--- src/dda_pkg.sv ---
// Shared types, constants and the arctangent table of the target approach block.
package dda_pkg;

   localparam int COORD_FRAC_BITS = 16;
   localparam int CORDIC_STEPS_DEF = 16;
   localparam int GUARD_BITS = 6;
   localparam int CX_W = 34;
   localparam int CZ_W = 20;
   localparam int ATAN_IDX_W = 5;
   localparam int MUL_A_W = 34;
   localparam int MUL_B_W = 18;
   localparam int PROD_W = MUL_A_W + MUL_B_W;
   localparam int ADDR_W = 5;
   localparam int TURN_SHIFT = 21 - COORD_FRAC_BITS;

   localparam logic signed [CZ_W-1:0] HALF_PI_Q16 = CZ_W'(102944);
   localparam logic signed [16:0] PI_Q13 = 17'sd25736;
   localparam logic [16:0] INV_GAIN_Q16 = 17'd39797;
   localparam logic [23:0] RANGE_MAX = 24'hFFFFFF;

   localparam logic [1:0] MODE_STOP = 2'd0;
   localparam logic [1:0] MODE_SPIN = 2'd1;
   localparam logic [1:0] MODE_STEER = 2'd2;
   localparam logic [1:0] MODE_STRAIGHT = 2'd3;

   localparam logic [2:0] REG_STAND_OFF = 3'd0;
   localparam logic [2:0] REG_ARRIVE_BAND = 3'd1;
   localparam logic [2:0] REG_TURN_LIMIT = 3'd2;
   localparam logic [2:0] REG_TURN_GAIN = 3'd3;
   localparam logic [2:0] REG_FWD_GAIN = 3'd4;
   localparam logic [2:0] REG_STEER_BAND = 3'd5;
   localparam logic [2:0] REG_SPEED_CAP = 3'd6;
   localparam logic [2:0] REG_SPIN_BAND = 3'd7;

   typedef struct packed {
      logic [22:0] stand_off_distance;
      logic [22:0] arrive_band;
      logic [19:0] turn_rate_limit;
      logic [15:0] turn_gain;
      logic [15:0] forward_gain;
      logic [14:0] steer_band;
      logic [19:0] forward_speed_cap;
      logic [14:0] spin_band;
   } cfg_type;

   // Arctangent of 2^-i in Q16 radians, rounded to nearest.
   function automatic logic signed [CZ_W-1:0] atan_q16(input logic [ATAN_IDX_W-1:0] idx);
      logic signed [CZ_W-1:0] v;
      unique case (idx)
         5'd0: v = CZ_W'(51472);
         5'd1: v = CZ_W'(30386);
         5'd2: v = CZ_W'(16055);
         5'd3: v = CZ_W'(8150);
         5'd4: v = CZ_W'(4091);
         5'd5: v = CZ_W'(2047);
         5'd6: v = CZ_W'(1024);
         5'd7: v = CZ_W'(512);
         5'd8: v = CZ_W'(256);
         5'd9: v = CZ_W'(128);
         5'd10: v = CZ_W'(64);
         5'd11: v = CZ_W'(32);
         5'd12: v = CZ_W'(16);
         5'd13: v = CZ_W'(8);
         5'd14: v = CZ_W'(4);
         5'd15: v = CZ_W'(2);
         5'd16: v = CZ_W'(1);
         default: v = '0;
      endcase
      return v;
   endfunction

endpackage

--- src/dda_regs.sv ---
// Configuration register file with its APB-style access port.
module dda_regs import dda_pkg::*; (
   input  logic              clock,
   input  logic              reset,
   input  logic              psel,
   input  logic              penable,
   input  logic              pwrite,
   input  logic [ADDR_W-1:0] paddr,
   input  logic [31:0]       pwdata,
   output logic [31:0]       prdata,
   output logic              pready,
   output cfg_type           cfg
);

   cfg_type cfg_ff;
   logic    wr_en;
   logic [2:0] idx;

   assign idx    = paddr[ADDR_W-1:2];
   assign wr_en  = psel && penable && pwrite;
   assign pready = 1'b1;
   assign cfg    = cfg_ff;

   always_ff @(posedge clock) begin
      if (reset) begin
         cfg_ff.stand_off_distance <= 23'd58982;
         cfg_ff.arrive_band        <= 23'd3277;
         cfg_ff.turn_rate_limit    <= 20'd19661;
         cfg_ff.turn_gain          <= 16'd384;
         cfg_ff.forward_gain       <= 16'd77;
         cfg_ff.steer_band         <= 15'd1229;
         cfg_ff.forward_speed_cap  <= 20'd5243;
         cfg_ff.spin_band          <= 15'd4096;
      end else if (wr_en) begin
         unique case (idx)
            REG_STAND_OFF:   cfg_ff.stand_off_distance <= pwdata[22:0];
            REG_ARRIVE_BAND: cfg_ff.arrive_band        <= pwdata[22:0];
            REG_TURN_LIMIT:  cfg_ff.turn_rate_limit    <= pwdata[19:0];
            REG_TURN_GAIN:   cfg_ff.turn_gain          <= pwdata[15:0];
            REG_FWD_GAIN:    cfg_ff.forward_gain       <= pwdata[15:0];
            REG_STEER_BAND:  cfg_ff.steer_band         <= pwdata[14:0];
            REG_SPEED_CAP:   cfg_ff.forward_speed_cap  <= pwdata[19:0];
            REG_SPIN_BAND:   cfg_ff.spin_band          <= pwdata[14:0];
            default: ;
         endcase
      end
   end

   always_comb begin
      unique case (idx)
         REG_STAND_OFF:   prdata = 32'(cfg_ff.stand_off_distance);
         REG_ARRIVE_BAND: prdata = 32'(cfg_ff.arrive_band);
         REG_TURN_LIMIT:  prdata = 32'(cfg_ff.turn_rate_limit);
         REG_TURN_GAIN:   prdata = 32'(cfg_ff.turn_gain);
         REG_FWD_GAIN:    prdata = 32'(cfg_ff.forward_gain);
         REG_STEER_BAND:  prdata = 32'(cfg_ff.steer_band);
         REG_SPEED_CAP:   prdata = 32'(cfg_ff.forward_speed_cap);
         REG_SPIN_BAND:   prdata = 32'(cfg_ff.spin_band);
         default:         prdata = '0;
      endcase
   end

endmodule

--- src/dda_cordic.sv ---
// Iterative vectoring CORDIC: one shift-add step per cycle on a shared datapath.
module dda_cordic import dda_pkg::*; #(
   parameter int CORDIC_STEPS = CORDIC_STEPS_DEF
) (
   input  logic                   clock,
   input  logic                   reset,
   input  logic                   start,
   input  logic signed [23:0]     fx,
   input  logic signed [23:0]     ly,
   output logic                   done,
   output logic signed [CX_W-1:0] x_out,
   output logic signed [CZ_W-1:0] z_out
);

   localparam int STEP_W = $clog2(CORDIC_STEPS);

   logic signed [CX_W-1:0] x_ff, x_in, y_ff, y_in, xs, ys, dx, dy;
   logic signed [CZ_W-1:0] z_ff, z_in, ang;
   logic [STEP_W-1:0]      step_ff, step_in;
   logic                   busy_ff, busy_in, done_ff, done_in, zero_ff, zero_in;
   logic                   last;

   assign xs = {{(CX_W-24-GUARD_BITS){fx[23]}}, fx, {GUARD_BITS{1'b0}}};
   assign ys = {{(CX_W-24-GUARD_BITS){ly[23]}}, ly, {GUARD_BITS{1'b0}}};
   assign dx = y_ff >>> step_ff;
   assign dy = x_ff >>> step_ff;
   assign ang = atan_q16(ATAN_IDX_W'(step_ff));
   assign last = (step_ff == STEP_W'(CORDIC_STEPS - 1));

   always_comb begin
      x_in    = x_ff;
      y_in    = y_ff;
      z_in    = z_ff;
      step_in = step_ff;
      busy_in = busy_ff;
      done_in = 1'b0;
      zero_in = zero_ff;
      if (start) begin
         zero_in = (fx == '0) && (ly == '0);
         step_in = '0;
         busy_in = 1'b1;
         if (fx < 0) begin
            // rotate into the right half plane
            if (ly >= 0) begin
               x_in = ys;
               y_in = -xs;
               z_in = HALF_PI_Q16;
            end else begin
               x_in = -ys;
               y_in = xs;
               z_in = -HALF_PI_Q16;
            end
         end else begin
            x_in = xs;
            y_in = ys;
            z_in = '0;
         end
      end else if (busy_ff) begin
         if (y_ff > 0) begin
            x_in = x_ff + dx;
            y_in = y_ff - dy;
            z_in = z_ff + ang;
         end else begin
            x_in = x_ff - dx;
            y_in = y_ff + dy;
            z_in = z_ff - ang;
         end
         step_in = step_ff + 1'b1;
         if (last) begin
            busy_in = 1'b0;
            done_in = 1'b1;
         end
      end
   end

   always_ff @(posedge clock) begin
      if (reset) begin
         busy_ff <= 1'b0;
         done_ff <= 1'b0;
         step_ff <= '0;
         zero_ff <= 1'b0;
      end else begin
         busy_ff <= busy_in;
         done_ff <= done_in;
         step_ff <= step_in;
         zero_ff <= zero_in;
      end
      x_ff <= x_in;
      y_ff <= y_in;
      z_ff <= z_in;
   end

   assign done  = done_ff;
   assign x_out = zero_ff ? '0 : x_ff;
   assign z_out = zero_ff ? '0 : z_ff;

endmodule

--- src/differential_drive_target_approach.sv ---
// Drive command generator for a differential-drive robot approaching a target.
//
// Input channel (req_*): one word is either a mode event (req_cmd = 1, req_approach_on)
// or a target point (req_cmd = 0, forward and lateral offsets in 1/65536 m).
// Result channel (rsp_*): at most one drive command per input word: forward speed,
// turn rate, drive mode, arrival pulse and measured range.
// Configuration: APB-style port, register i at byte address 4*i, pready always high.
// Mode events and points answered with a plain stop are handled in the idle state.
// A target point goes through the iterative CORDIC (state S_POLAR) and then the
// post-processing states S_RANGE, S_TURN, S_SPEED and S_DONE, which share one
// multiplier with S_POLAR; the result is offered from S_DONE, which waits there
// while the output register is full, and the next word is taken only once the
// block is back in S_IDLE; one point at a time.
// A finished word sits in the output register; the next input word is taken
// only in a cycle in which that register is empty or being read.
// When the receiver stalls, the finished word holds in the output register and
// the input stays blocked. Reset clears the mode flags, the handshakes and
// loads the register defaults; no clearing pass is needed.
module differential_drive_target_approach import dda_pkg::*; #(
   parameter int CORDIC_STEPS = CORDIC_STEPS_DEF
) (
   input  logic              clock,
   input  logic              reset,
   input  logic              req_valid,
   output logic              req_ready,
   input  logic              req_cmd,
   input  logic signed [23:0] req_forward_offset,
   input  logic signed [23:0] req_lateral_offset,
   input  logic              req_approach_on,
   output logic              rsp_valid,
   input  logic              rsp_ready,
   output logic [19:0]       rsp_forward_speed,
   output logic signed [20:0] rsp_turn_rate,
   output logic [1:0]        rsp_drive_mode,
   output logic              rsp_arrived_pulse,
   output logic [23:0]       rsp_measured_range,
   input  logic              psel,
   input  logic              penable,
   input  logic              pwrite,
   input  logic [ADDR_W-1:0] paddr,
   input  logic [31:0]       pwdata,
   output logic [31:0]       prdata,
   output logic              pready
);

   typedef enum logic [2:0] {
      S_IDLE, S_POLAR, S_RANGE, S_TURN, S_SPEED, S_DONE
   } state_type;

   state_type state_ff, state_in;
   cfg_type   cfg;

   logic approach_ff, approach_in, halted_ff, halted_in, reported_ff, reported_in;
   logic rsp_valid_ff, rsp_valid_in, slot_free, accept, cordic_start, cordic_done;
   logic [19:0] speed_ff, speed_in;
   logic signed [20:0] turn_ff, turn_in, turn_calc;
   logic [1:0] mode_ff, mode_in;
   logic pulse_ff, pulse_in;
   logic [23:0] range_out_ff, range_out_in;

   logic signed [CX_W-1:0] cx;
   logic signed [CZ_W-1:0] cz;
   logic signed [MUL_A_W-1:0] mul_a;
   logic signed [MUL_B_W-1:0] mul_b;
   logic signed [PROD_W-1:0] prod_ff, rnd_sum, rng_sh, turn_sh, speed_sh;
   logic signed [CZ_W-1:0] zb;
   logic [23:0] range_ff, range_in;
   logic signed [16:0] bear_ff, bear_in;
   logic signed [24:0] err_ff, err_in;
   logic [24:0] err_mag;
   logic [16:0] bear_mag;
   logic signed [21:0] lim;

   dda_regs u_regs (
      .clock(clock), .reset(reset), .psel(psel), .penable(penable), .pwrite(pwrite),
      .paddr(paddr), .pwdata(pwdata), .prdata(prdata), .pready(pready), .cfg(cfg)
   );

   dda_cordic #(.CORDIC_STEPS(CORDIC_STEPS)) u_cordic (
      .clock(clock), .reset(reset), .start(cordic_start),
      .fx(req_forward_offset), .ly(req_lateral_offset),
      .done(cordic_done), .x_out(cx), .z_out(cz)
   );

   assign slot_free = !rsp_valid_ff || rsp_ready;
   assign req_ready = (state_ff == S_IDLE) && slot_free;
   assign accept    = req_valid && req_ready;

   // shared multiplier, operands picked by the sequencer
   always_comb begin
      unique case (state_ff)
         S_POLAR: begin
            mul_a = MUL_A_W'(cx);
            mul_b = MUL_B_W'(INV_GAIN_Q16);
         end
         S_TURN: begin
            mul_a = MUL_A_W'(bear_ff);
            mul_b = MUL_B_W'(cfg.turn_gain);
         end
         default: begin
            mul_a = MUL_A_W'(err_ff);
            mul_b = MUL_B_W'(cfg.forward_gain);
         end
      endcase
   end

   assign rnd_sum  = prod_ff + PROD_W'(64'sd1 <<< (15 + GUARD_BITS));
   assign rng_sh   = rnd_sum >>> (16 + GUARD_BITS);
   assign zb       = (cz + CZ_W'(4)) >>> 3;
   assign turn_sh  = prod_ff >>> TURN_SHIFT;
   assign speed_sh = prod_ff >>> 8;
   assign lim      = 22'(cfg.turn_rate_limit);
   assign err_mag  = err_ff[24] ? 25'(-err_ff) : 25'(err_ff);
   assign bear_mag = bear_ff[16] ? 17'(-bear_ff) : 17'(bear_ff);

   always_comb begin
      if (rng_sh < 0) range_in = '0;
      else if (rng_sh > PROD_W'(RANGE_MAX)) range_in = RANGE_MAX;
      else range_in = rng_sh[23:0];
      if (zb > CZ_W'(PI_Q13)) bear_in = PI_Q13;
      else if (zb < -CZ_W'(PI_Q13)) bear_in = -PI_Q13;
      else bear_in = zb[16:0];
      err_in = 25'(range_ff) - 25'(cfg.stand_off_distance);
      if (turn_sh > PROD_W'(lim)) turn_calc = lim[20:0];
      else if (turn_sh < -PROD_W'(lim)) turn_calc = 21'(-lim);
      else turn_calc = turn_sh[20:0];
   end

   always_comb begin
      state_in     = state_ff;
      approach_in  = approach_ff;
      halted_in    = halted_ff;
      reported_in  = reported_ff;
      rsp_valid_in = rsp_valid_ff && !rsp_ready;
      speed_in     = speed_ff;
      turn_in      = turn_ff;
      mode_in      = mode_ff;
      pulse_in     = pulse_ff;
      range_out_in = range_out_ff;
      cordic_start = 1'b0;
      unique case (state_ff)
         S_IDLE: begin
            if (accept) begin
               if (req_cmd) begin
                  approach_in = req_approach_on;
                  if (req_approach_on) begin
                     halted_in = 1'b0;
                  end else begin
                     halted_in   = 1'b1;
                     reported_in = 1'b0;
                     if (!halted_ff) begin
                        rsp_valid_in = 1'b1;
                        speed_in = '0; turn_in = '0; mode_in = MODE_STOP;
                        pulse_in = 1'b0; range_out_in = '0;
                     end
                  end
               end else if (!approach_ff) begin
                  halted_in    = 1'b1;
                  rsp_valid_in = 1'b1;
                  speed_in = '0; turn_in = '0; mode_in = MODE_STOP;
                  pulse_in = 1'b0; range_out_in = '0;
               end else if (!halted_ff) begin
                  cordic_start = 1'b1;
                  state_in     = S_POLAR;
               end
            end
         end
         S_POLAR: if (cordic_done) state_in = S_RANGE;
         S_RANGE: state_in = S_TURN;
         S_TURN:  state_in = S_SPEED;
         S_SPEED: state_in = S_DONE;
         S_DONE: begin
            if (slot_free) begin
               rsp_valid_in = 1'b1;
               range_out_in = range_ff;
               pulse_in     = 1'b0;
               state_in     = S_IDLE;
               if (err_mag < 25'(cfg.arrive_band)) begin
                  pulse_in    = !reported_ff;
                  halted_in   = 1'b1;
                  reported_in = 1'b1;
                  speed_in = '0; turn_in = '0; mode_in = MODE_STOP;
               end else begin
                  reported_in = 1'b0;
                  if (speed_sh < 0) speed_in = '0;
                  else if (speed_sh > PROD_W'(cfg.forward_speed_cap))
                     speed_in = cfg.forward_speed_cap;
                  else speed_in = speed_sh[19:0];
                  if (bear_mag > 17'(cfg.spin_band)) begin
                     speed_in = '0;
                     mode_in  = MODE_SPIN;
                  end else if (bear_mag > 17'(cfg.steer_band)) begin
                     mode_in = MODE_STEER;
                  end else begin
                     turn_in = '0;
                     mode_in = MODE_STRAIGHT;
                  end
               end
            end
         end
         default: state_in = S_IDLE;
      endcase
   end

   always_ff @(posedge clock) begin
      if (reset) begin
         state_ff     <= S_IDLE;
         approach_ff  <= 1'b0;
         halted_ff    <= 1'b0;
         reported_ff  <= 1'b0;
         rsp_valid_ff <= 1'b0;
      end else begin
         state_ff     <= state_in;
         approach_ff  <= approach_in;
         halted_ff    <= halted_in;
         reported_ff  <= reported_in;
         rsp_valid_ff <= rsp_valid_in;
      end
      prod_ff      <= mul_a * mul_b;
      if (state_ff == S_RANGE) begin
         range_ff <= range_in;
         bear_ff  <= bear_in;
      end
      if (state_ff == S_TURN) err_ff <= err_in;
      if (state_ff == S_SPEED) turn_ff <= turn_calc;
      else turn_ff <= turn_in;
      speed_ff     <= speed_in;
      mode_ff      <= mode_in;
      pulse_ff     <= pulse_in;
      range_out_ff <= range_out_in;
   end

   assign rsp_valid          = rsp_valid_ff;
   assign rsp_forward_speed  = speed_ff;
   assign rsp_turn_rate      = turn_ff;
   assign rsp_drive_mode     = mode_ff;
   assign rsp_arrived_pulse  = pulse_ff;
   assign rsp_measured_range = range_out_ff;

   a_stop_zero: assert property (@(posedge clock) disable iff (reset)
      rsp_valid && rsp_drive_mode == MODE_STOP |-> rsp_forward_speed == '0 && rsp_turn_rate == '0)
      else $error("stop command carries nonzero speed or turn");

   a_pulse_stop: assert property (@(posedge clock) disable iff (reset)
      rsp_valid && rsp_arrived_pulse |-> rsp_drive_mode == MODE_STOP)
      else $error("arrival pulse outside a stop command");

   a_spin_speed: assert property (@(posedge clock) disable iff (reset)
      rsp_valid && rsp_drive_mode == MODE_SPIN |-> rsp_forward_speed == '0)
      else $error("turn in place with forward speed");

   a_turn_limit: assert property (@(posedge clock) disable iff (reset)
      rsp_valid |-> (rsp_turn_rate <= lim) && (rsp_turn_rate >= -lim))
      else $error("turn rate beyond limit");

   a_no_accept_busy: assert property (@(posedge clock) disable iff (reset)
      cordic_start |=> !req_ready)
      else $error("input taken while a point is in progress");

endmodule

--- config.mk ---
export PLATFORM = sky130hd
export DESIGN_NAME = differential_drive_target_approach
export DESIGN_NICKNAME = d
export VERILOG_FILES = /design/src/dda_pkg.sv /design/src/dda_regs.sv /design/src/dda_cordic.sv /design/src/differential_drive_target_approach.sv
export SDC_FILE = /design/constraint.sdc
export NUM_CORES = 2
export LEC_CHECK = 0
export BUFFER_PORTS_ARGS = -buffer_cell sky130_fd_sc_hd__buf_2
export CAP_MARGIN = 20
export CELL_PAD_IN_SITES_DETAIL_PLACEMENT = 1
export CELL_PAD_IN_SITES_GLOBAL_PLACEMENT = 2
export CORE_MARGIN = 4
export CORE_UTILIZATION = 43
export CTS_CLUSTER_SIZE = 14
export DETAILED_ROUTE_END_ITERATION = 8
export PLACE_DENSITY = 0.92
export SETUP_SLACK_MARGIN = 0.5
export SYNTH_ARGS = -nofsm -noshare
export SYNTH_HDL_FRONTEND = slang
export SYNTH_HIERARCHICAL = 1
export SYNTH_SLANG_ARGS = --single-unit
--- constraint.sdc ---
create_clock -name clock -period 13.1 [get_ports clock]
set_input_delay 2.62 -clock clock [delete_from_list [all_inputs] [get_ports clock]]
set_output_delay 2.62 -clock clock [all_outputs]
set_load 0.01 [all_outputs]
==> metrics <==
run status finished clean; number of iterations in the first detailed-routing pass 6; pin count of the biggest net entering global routing between 150 and 200; Slowest-stage cell, CP sky130_fd_sc_hd__nand2b_4; Worst setup EP type flip-flop; Maximum Capacitance Violations 0; class of the most critical hold timing path flip-flop to flip-flop; number of CTS-inserted buffers 55; gr usage total 29.4%; Root Buffer Master sky130_fd_sc_hd__clkbuf_16; number of H-tree levels 2; sink count of the clock tree 446; final hold violations 0; buffer levels on the longest clock path 3; overall die area 136000 um2; leakage roughly 0.027 uW; first-pass GRT wire length 311000 um; synthesis-to-layout area growth 7.40%; share of layout cells above drive strength 1 under 10%; Max-Slew Margin vs Limit between 20 and 30%; Antenna Violating Nets Remaining 0; Met2 Routed Length about 97000 um; final worst-path cycle share 72.0%; I/O Buffers 175; startpoint-to-endpoint class of the critical path flip-flop to flip-flop; CP Launch Type flip-flop; routed wire length 203000 um; Vias/cell 5.88; final weighted congestion in routability-driven placement roughly 0.94; pwr dens 122 nW/um2; fin util 46.7%; largest fanout on the critical path 72; initial antenna violation count 4; Starting Density roughly 44%; min cycle time layout 9.43 ns; total setup violations reported at the end of the flow 0; core area 128000 um2; Via Count 49.2k; synthesized area divided by synthesized cell count between 8 and 9 um2; count of buffer and inverter cells on the critical path 6; top routing layer in use met5; final layout net count approximately 7.6k; Worst EP arrival roughly 10 ns; fmax about 110 MHz; DRT met1 WL roughly 83000 um; Post-Syn Area about 56000 um2; clock insertion delay at the later pin of the skew report 0.68 ns; slew at the pin closest to its max-slew limit between 1 and 1.5 ns; PnR Total Power 7320 uW; peak supply drop 0.000117 V; critical path's top delay family adder cells; number of top-level pins 197; number of hold buffers added after CTS 0; detailed router's first-iteration violation count 3617; total congestion overflow 0; max-slew violation total from the final report 0; mean routed wirelength per cell 24.2 um; vertical die dimension roughly 370 um; cts repair resizes 0; Remaining DRCs 0; via count of the first global-routing pass 51.8k; clock tree skew after final layout 0.0611 ns; number of non-filler instances in the completed layout 8371; endpoint required time on the critical path 13.69 ns; Die Width 368 um; setup TNS 0 ns; clock edge transition at the registers on the reported setup and hold paths 0.06 ns; detailed-routed wire length on met3 13000 um; number of instances in the synthesized netlist 6618; delay of the slowest cell on the worst path 0.71 ns; clock tree from TritonCTS done; count of warnings emitted by yosys 6; cell mode on critical path sky130_fd_sc_hd__fa_1; number of buffers inserted by post-CTS setup repair 0; Post-Place Cells 8261; unrepaired setup endpoints after global routing no; DP Wirelength 158000 um; std cell rows between 100 and 150
registers in the layout (all words and copies together) (netlist names), 21 cells and up:
name and flops:
err_ff 25, prod_ff 46, range_ff 24, rsp_measured_range 24
rsp_turn_rate 21, u_cordic/x_ff 34, u_cordic/y_ff 34, u_regs/cfg 148
worst min-delay path: cells and delay by family (launching register included):
family             cells  cell delay [ns]
DFF                    1             0.31
and+or+nand+nor        1             0.06
AOI/OAI and AO/OA      1             0.06
final cells by class:
type                       instances  area (um2)
tap                             1729        2160
fill                           15309       68400
clock inverter                    16         174
clock buffer                      88        1640
timing repair buffer             267        1590
inverter                         871        3270
multi-input combinational       4953       40000
sequential                       446       11200
antenna                            1        2.50
metal layers:
metal / global-route usage (%) / up-vias
li1: - / 22184
met1: 37.2 / 24798
met2: 50.3 / 1791
met3: 4.14 / 419
met4: 12.6 / 2
met5: 0 / -
power by group:
group | internal [uW] | switching, uW | total, uW
Sequential | 1630 | 241 | 1870
Clock | 882 | 665 | 1550
Combinational | 1560 | 2340 | 3910
Total | 4070 | 3250 | 7320
per-stage QoR:
| step | worst slack [ns] | hold slack, ns | area, um2 |
|---|---|---|---|
| after global placement | 3.87 | 0.444 | 58100 |
| after floorplan | 5.34 | 0.437 | 55900 |
| after global routing | 3.22 | 0.490 | 60000 |
| after detailed placement | 3.79 | 0.456 | 58100 |
| after CTS | 3.78 | 0.471 | 59900 |
| final | 3.67 | 0.471 | 60000 |
path summary, 6_finish.rpt:
kind	start	to	slack, ns	cells after the start
setup / recovery	state_ff[2]	prod_ff[49]	3.67	27
hold / removal	approach_ff	approach_ff	0.47	2
setup reg to reg	state_ff[2]	prod_ff[49]	3.67	27
hold reg to reg	approach_ff	approach_ff	0.47	2
placed cells by master, fill, tap and decap left out, types with 43 or more instances in the layout:
master,n
sky130_fd_sc_hd__a21o_1,118
sky130_fd_sc_hd__nand2_1,963
sky130_fd_sc_hd__and2_1,56
sky130_fd_sc_hd__o21a_1,85
sky130_fd_sc_hd__nor2_1,457
sky130_fd_sc_hd__inv_1,867
sky130_fd_sc_hd__xor2_1,132
sky130_fd_sc_hd__ha_1,391
sky130_fd_sc_hd__nand3b_1,48
sky130_fd_sc_hd__xnor2_1,205
sky130_fd_sc_hd__nor2b_1,109
sky130_fd_sc_hd__fa_1,520
sky130_fd_sc_hd__nand3_1,98
sky130_fd_sc_hd__nor3_1,75
sky130_fd_sc_hd__buf_4,87
sky130_fd_sc_hd__mux2i_1,100
sky130_fd_sc_hd__clkbuf_16,57
sky130_fd_sc_hd__edfxtp_1,222
sky130_fd_sc_hd__a31oi_1,61
sky130_fd_sc_hd__and3_1,45
sky130_fd_sc_hd__nor4_1,43
sky130_fd_sc_hd__nand2b_1,47
sky130_fd_sc_hd__mux4_2,60
sky130_fd_sc_hd__o21ai_0,273
sky130_fd_sc_hd__o211ai_1,72
sky130_fd_sc_hd__dfxtp_1,218
sky130_fd_sc_hd__buf_2,174
sky130_fd_sc_hd__nand4_1,48
sky130_fd_sc_hd__a21oi_1,405
No activity file was read; power rests on OpenSTA's default activity.
